<file path="src/rtl/tvg_pkg.sv">
`timescale 1ns / 1ps

package tvg_pkg;

  typedef enum logic [2:0] {
    MODE_RESET    = 3'd0,
    MODE_PEN_UP   = 3'd1,
    MODE_PEN_DOWN = 3'd2,
    MODE_TURN     = 3'd3,
    MODE_MOVE     = 3'd4
  } tvg_mode_t;

  typedef enum logic [2:0] {
    ST_IDLE,
    ST_ANGLE,
    ST_CORDIC,
    ST_MUL_C,
    ST_MUL_S,
    ST_DONE
  } tvg_state_t;

  typedef enum logic [1:0] {
    AP_IDLE,
    AP_MOD,
    AP_HI,
    AP_LO
  } tvg_ang_phase_t;

  typedef enum logic {
    CP_IDLE,
    CP_RUN
  } tvg_cor_phase_t;

  typedef struct packed {
    logic signed [31:0] x;
    logic signed [31:0] y;
  } tvg_vec_t;

  localparam int ATAN_LEN = 30;

  // atan(2^-i) as binary angles, full turn = 2^32
  localparam logic [31:0] ATAN_BAM [ATAN_LEN] = '{
    32'h20000000, 32'h12E4051E, 32'h09FB385B, 32'h051111D4, 32'h028B0D43,
    32'h0145D7E1, 32'h00A2F61E, 32'h00517C55, 32'h0028BE53, 32'h00145F2F,
    32'h000A2F98, 32'h000517CC, 32'h00028BE6, 32'h000145F3, 32'h0000A2FA,
    32'h0000517D, 32'h000028BE, 32'h0000145F, 32'h00000A30, 32'h00000518,
    32'h0000028C, 32'h00000146, 32'h000000A3, 32'h00000051, 32'h00000029,
    32'h00000014, 32'h0000000A, 32'h00000005, 32'h00000003, 32'h00000001
  };

  localparam logic signed [31:0] INV_GAIN_Q30 = 32'sh26DD3B6A;

  function automatic logic signed [31:0] sat32(input logic signed [34:0] v);
    logic signed [31:0] r;
    if (v > 35'sh07FFFFFFF) begin
      r = 32'sh7FFFFFFF;
    end else if (v < -35'sh080000000) begin
      r = -32'sh80000000;
    end else begin
      r = v[31:0];
    end
    return r;
  endfunction

  // (p + 2^29) >>> 30, flooring
  function automatic logic signed [33:0] round_q30(input logic signed [63:0] p);
    logic signed [63:0] t;
    t = p + 64'sh20000000;
    return t[63:30];
  endfunction

endpackage

</file>
<file path="src/rtl/tvg_cordic.sv">
`timescale 1ns / 1ps

module tvg_cordic import tvg_pkg::*; #(
  parameter int CORDIC_STEPS = 16
) (
  input  logic        clk,
  input  logic        rst,
  input  logic        start,
  input  logic [31:0] bam,
  output logic        done,
  output tvg_vec_t    vec
);

  localparam int SW = $clog2(CORDIC_STEPS);

  tvg_cor_phase_t phase, phase_next;

  logic signed [31:0] x, y, z;
  logic               flip;
  logic [SW-1:0]      step;
  logic               last;
  logic               rot;
  logic signed [31:0] sx, sy, atan_i;
  logic signed [31:0] nx, ny, nz;

  assign last   = step == SW'(CORDIC_STEPS - 1);
  assign rot    = !z[31];
  assign sx     = x >>> step;
  assign sy     = y >>> step;
  assign atan_i = $signed(ATAN_BAM[5'(step)]);
  assign nx     = rot ? x - sy : x + sy;
  assign ny     = rot ? y + sx : y - sx;
  assign nz     = rot ? z - atan_i : z + atan_i;

  always_ff @(posedge clk) begin
    if (rst) begin
      phase <= CP_IDLE;
    end else begin
      phase <= phase_next;
    end
  end

  always_comb begin
    phase_next = phase;
    unique case (phase)
      CP_IDLE: if (start) phase_next = CP_RUN;
      CP_RUN:  if (last) phase_next = CP_IDLE;
      default: phase_next = CP_IDLE;
    endcase
  end

  always_ff @(posedge clk) begin
    if (rst) begin
      done <= 1'b0;
    end else begin
      done <= (phase == CP_RUN) && last;
    end
  end

  always_ff @(posedge clk) begin
    if (phase == CP_IDLE) begin
      if (start) begin
        // left half plane folds by half a turn
        flip <= bam[31] ^ bam[30];
        z    <= $signed({bam[30], bam[30:0]});
        x    <= INV_GAIN_Q30;
        y    <= '0;
        step <= '0;
      end
    end else begin
      x    <= nx;
      y    <= ny;
      z    <= nz;
      step <= step + SW'(1);
      if (last) begin
        vec.x <= flip ? -nx : nx;
        vec.y <= flip ? -ny : ny;
      end
    end
  end

endmodule

</file>
<file path="config.mk">
export PLATFORM = sky130hd
export DESIGN_NAME = tvg_cordic
export DESIGN_NICKNAME = d
export VERILOG_FILES = /design/src/rtl/tvg_pkg.sv /design/src/rtl/tvg_cordic.sv
export SDC_FILE = /design/constraint.sdc
export NUM_CORES = 1
export LEC_CHECK = 0
export BUFFER_PORTS_ARGS = -buffer_cell sky130_fd_sc_hd__buf_4
export CAP_MARGIN = 10
export CORE_MARGIN = 4
export CORE_UTILIZATION = 45
export CTS_CLUSTER_SIZE = 24
export DETAILED_ROUTE_END_ITERATION = 10
export GPL_TIMING_DRIVEN = 0
export MAX_ROUTING_LAYER = met4
export SYNTH_ARGS = -nofsm -noshare
export SYNTH_HDL_FRONTEND = slang
export SYNTH_SLANG_ARGS = --single-unit
</file>
<file path="constraint.sdc">
create_clock -name clk -period 7.35 [get_ports clk]
set_clock_uncertainty 0.05 [all_clocks]
set_input_delay 1.47 -clock clk [delete_from_list [all_inputs] [get_ports clk]]
set_output_delay 1.47 -clock clk [all_outputs]
set_load 0.01 [all_outputs]
</file>
==> flow_metrics.tcl <==
set metrics [dict create \
    status "finished, final reports clean" \
    fin_setup_tns_ps 0 \
    path_buf_inv 3 \
    cts_buffers 17 \
    wl_um 67800 \
    maxCapViolCount 0 \
    globalplace.congestion 1.02 \
    fmaxAchievable_mhz 139 \
    cts_buffer_depth 2 \
    endpoint_kind "flip-flop" \
    die_h_um 209 \
    start_util 0.457 \
    grt_max_degree 55 \
    num_rows 73 \
    critical_path_required_ps 7550 \
    grt_pass1_vias 15981 \
    hold_class "reg2reg" \
    grt_pass1_wl_um 101000 \
    num_antenna_cells 0 \
    post_drt_wl_per_cell_um 25.8 \
    hold_viol 0 \
    h-tree-depth 4 \
    worstMarginPinSlew_ps 1310 \
    grt_usage 0.315 \
    layout_common_cells "194 x nand2_1, 165 x edfxtp_1, 150 x a21oi_1, 150 x xnor2_1, 122 x nor2_1" \
    syn_avg_cell_area_um2 9.28 \
    overflow 0 \
    clkTransAtPathRegs_ps 80 \
    via_per_inst 6.27 \
    core_um2 39900 \
    cts_sinks 167 \
    ys_seq_area_frac 0.274 \
    slew_violations 0 \
    drive_gt1_frac 0.197 \
    dieArea_um2 43800 \
    cts_tree "yes" \
    first_pass_iters 5 \
    fp.dieW_um 209 \
    synthFlopType "edfxtp_1" \
    synthArstFlopShare 0 \
    post-route-period-util 0.981 \
    drt_iter0_drc 1452 \
    multi_input_area_um2 12900 \
    synth_area_um2 18200 \
    antenna_found_initial 1 \
    seq_area_um2 4990 \
    dp.final_hpwl_um 52100 \
    startpoint_type "flip-flop" \
    portBuffers 99 \
    cp_slowest_cell "buf_1" \
    drc 0 \
    nFillCells 3772 \
    path_cells "clkbuf_1, buf_1, buf_1, nor2_1, xor2_1, ha_1, nand3b_1, a2111oi_4, o21ai_0, a22o_1, xnor2_1, or4_1, or2_1, or4_4, nand3b_4, o41ai_4, xnor2_1" \
    ant_nets 0 \
    slowest_delay_ps 920 \
    area_growth_pct 14.1 \
    boundaryPins 100 \
    ys_ff_latch 167 \
    critPathArrivalTime_ps 7410 \
    synthesis.nets 2109 \
    setup_violations 0 \
    clkLatencyLatePin_ps 510 \
    yosysUniqueCellTypes 88 \
    post-route-min-period_ps 7210 \
    yosys_warnings 0 \
    worstPathMaxFanout 10 \
    cts-root-buf "clkbuf_16" \
    cp_top_family "buffers and inverters" \
    final_common_cell "nand2_1" \
    vias 16442 \
    fin_nets 2231 \
    criticalPathCategory "reg2reg" \
    relSlewSlack 0.125 \
    synth_edf_count 165 \
    syn-instance-count 1963 \
]
## worst reg2reg max path, stage by stage (launching register included)
cell and delay (ps):
edfxtp_1 350, clkbuf_1 800, buf_1 920, buf_1 790
nor2_1 110, xor2_1 180, ha_1 370, nand3b_1 250
a2111oi_4 460, o21ai_0 200, a22o_1 270, xnor2_1 220
or4_1 570, or2_1 260, or4_4 590, nand3b_4 220
o41ai_4 250, xnor2_1 100
## synthesized netlist by cell type, types with 25 or more instances
cell type	number	area [µm²]
nor3_1	32	160
edfxtp_1	165	4950
mux2_2	67	754
and2_1	46	288
o21ai_0	119	596
clkbuf_1	56	210
mux2i_1	62	621
nand3_1	44	220
xor2_1	75	657
nand2b_1	25	156
nor2_1	125	469
a31oi_1	31	194
a21oi_1	150	751
xnor2_1	152	1330
inv_1	56	210
mux4_2	75	1690
nand2_1	196	736
ha_1	108	1350
a21o_1	40	300
## metal layers
| layer | wire [µm] | global-route usage | share of wire |
|---|---|---|---|
| met5 | 0 | - | 0 |
| met1 | 30000 | 0.422 | 0.44 |
| met3 | 5390 | 0.0742 | 0.080 |
| met4 | 2950 | 0.120 | 0.044 |
| met2 | 29500 | 0.467 | 0.43 |
## cell families after synthesis
family,share of synthesized area
compound gates,0.177
mux,0.168
buf+inv,0.0369
simple gates,0.157
xor+xnor,0.109
fa+ha+maj,0.0775
flops,0.274
## stage by stage
stage               instance area [µm²]  setup slack, ps  hold WS, ps  std cells   util
floorplan                         18200              767          518       1963      -
global placement                  19600            -1990          553       2587  0.492
detailed placement                19700            -1840          556       2590  0.494
CTS                               20500             8.71          580       2621  0.514
global route                      20800            -24.6          604       2623  0.521
finish                            20800              140          578       2623  0.521
## flip-flops by register name, indices dropped and copies added, names as in the netlist
register and count:
x 32, y 32, z 32, step 4
vec 64, phase 1, done 1, flip 1
## layout make-up
type                            instances  share of cell area
Clock inverter                         15              0.0108
Tap cell                              525              0.0316
Clock buffer                           17              0.0205
Sequential cell                       167               0.240
Inverter                               58              0.0107
Timing Repair Buffer                  113              0.0430
Multi-Input combinational cell       1633               0.618
Buffer                                 95              0.0248
## path summary, 6_finish.rpt
kind         start       to  slack (ps)  cells past startpoint
max          z[31]  vec[31]         140                     17
min           x[0]  vec[32]         580                      1
max reg2reg  z[31]  vec[31]         140                     17
min reg2reg   x[0]  vec[32]         580                      1
## repair_timing
action / in CTS / in global routing
hold buffers: 0 / 0
pin swaps: 1 / 3
setup buffers: 0 / 11
gates resized for setup: 53 / 65
endpoints found under the hold margin: 0 / 0
endpoints found under the setup margin: 82 / 34
Power is not shown: default switching activity piles up to over one toggle a cycle in this logic, so the estimate is an artifact.
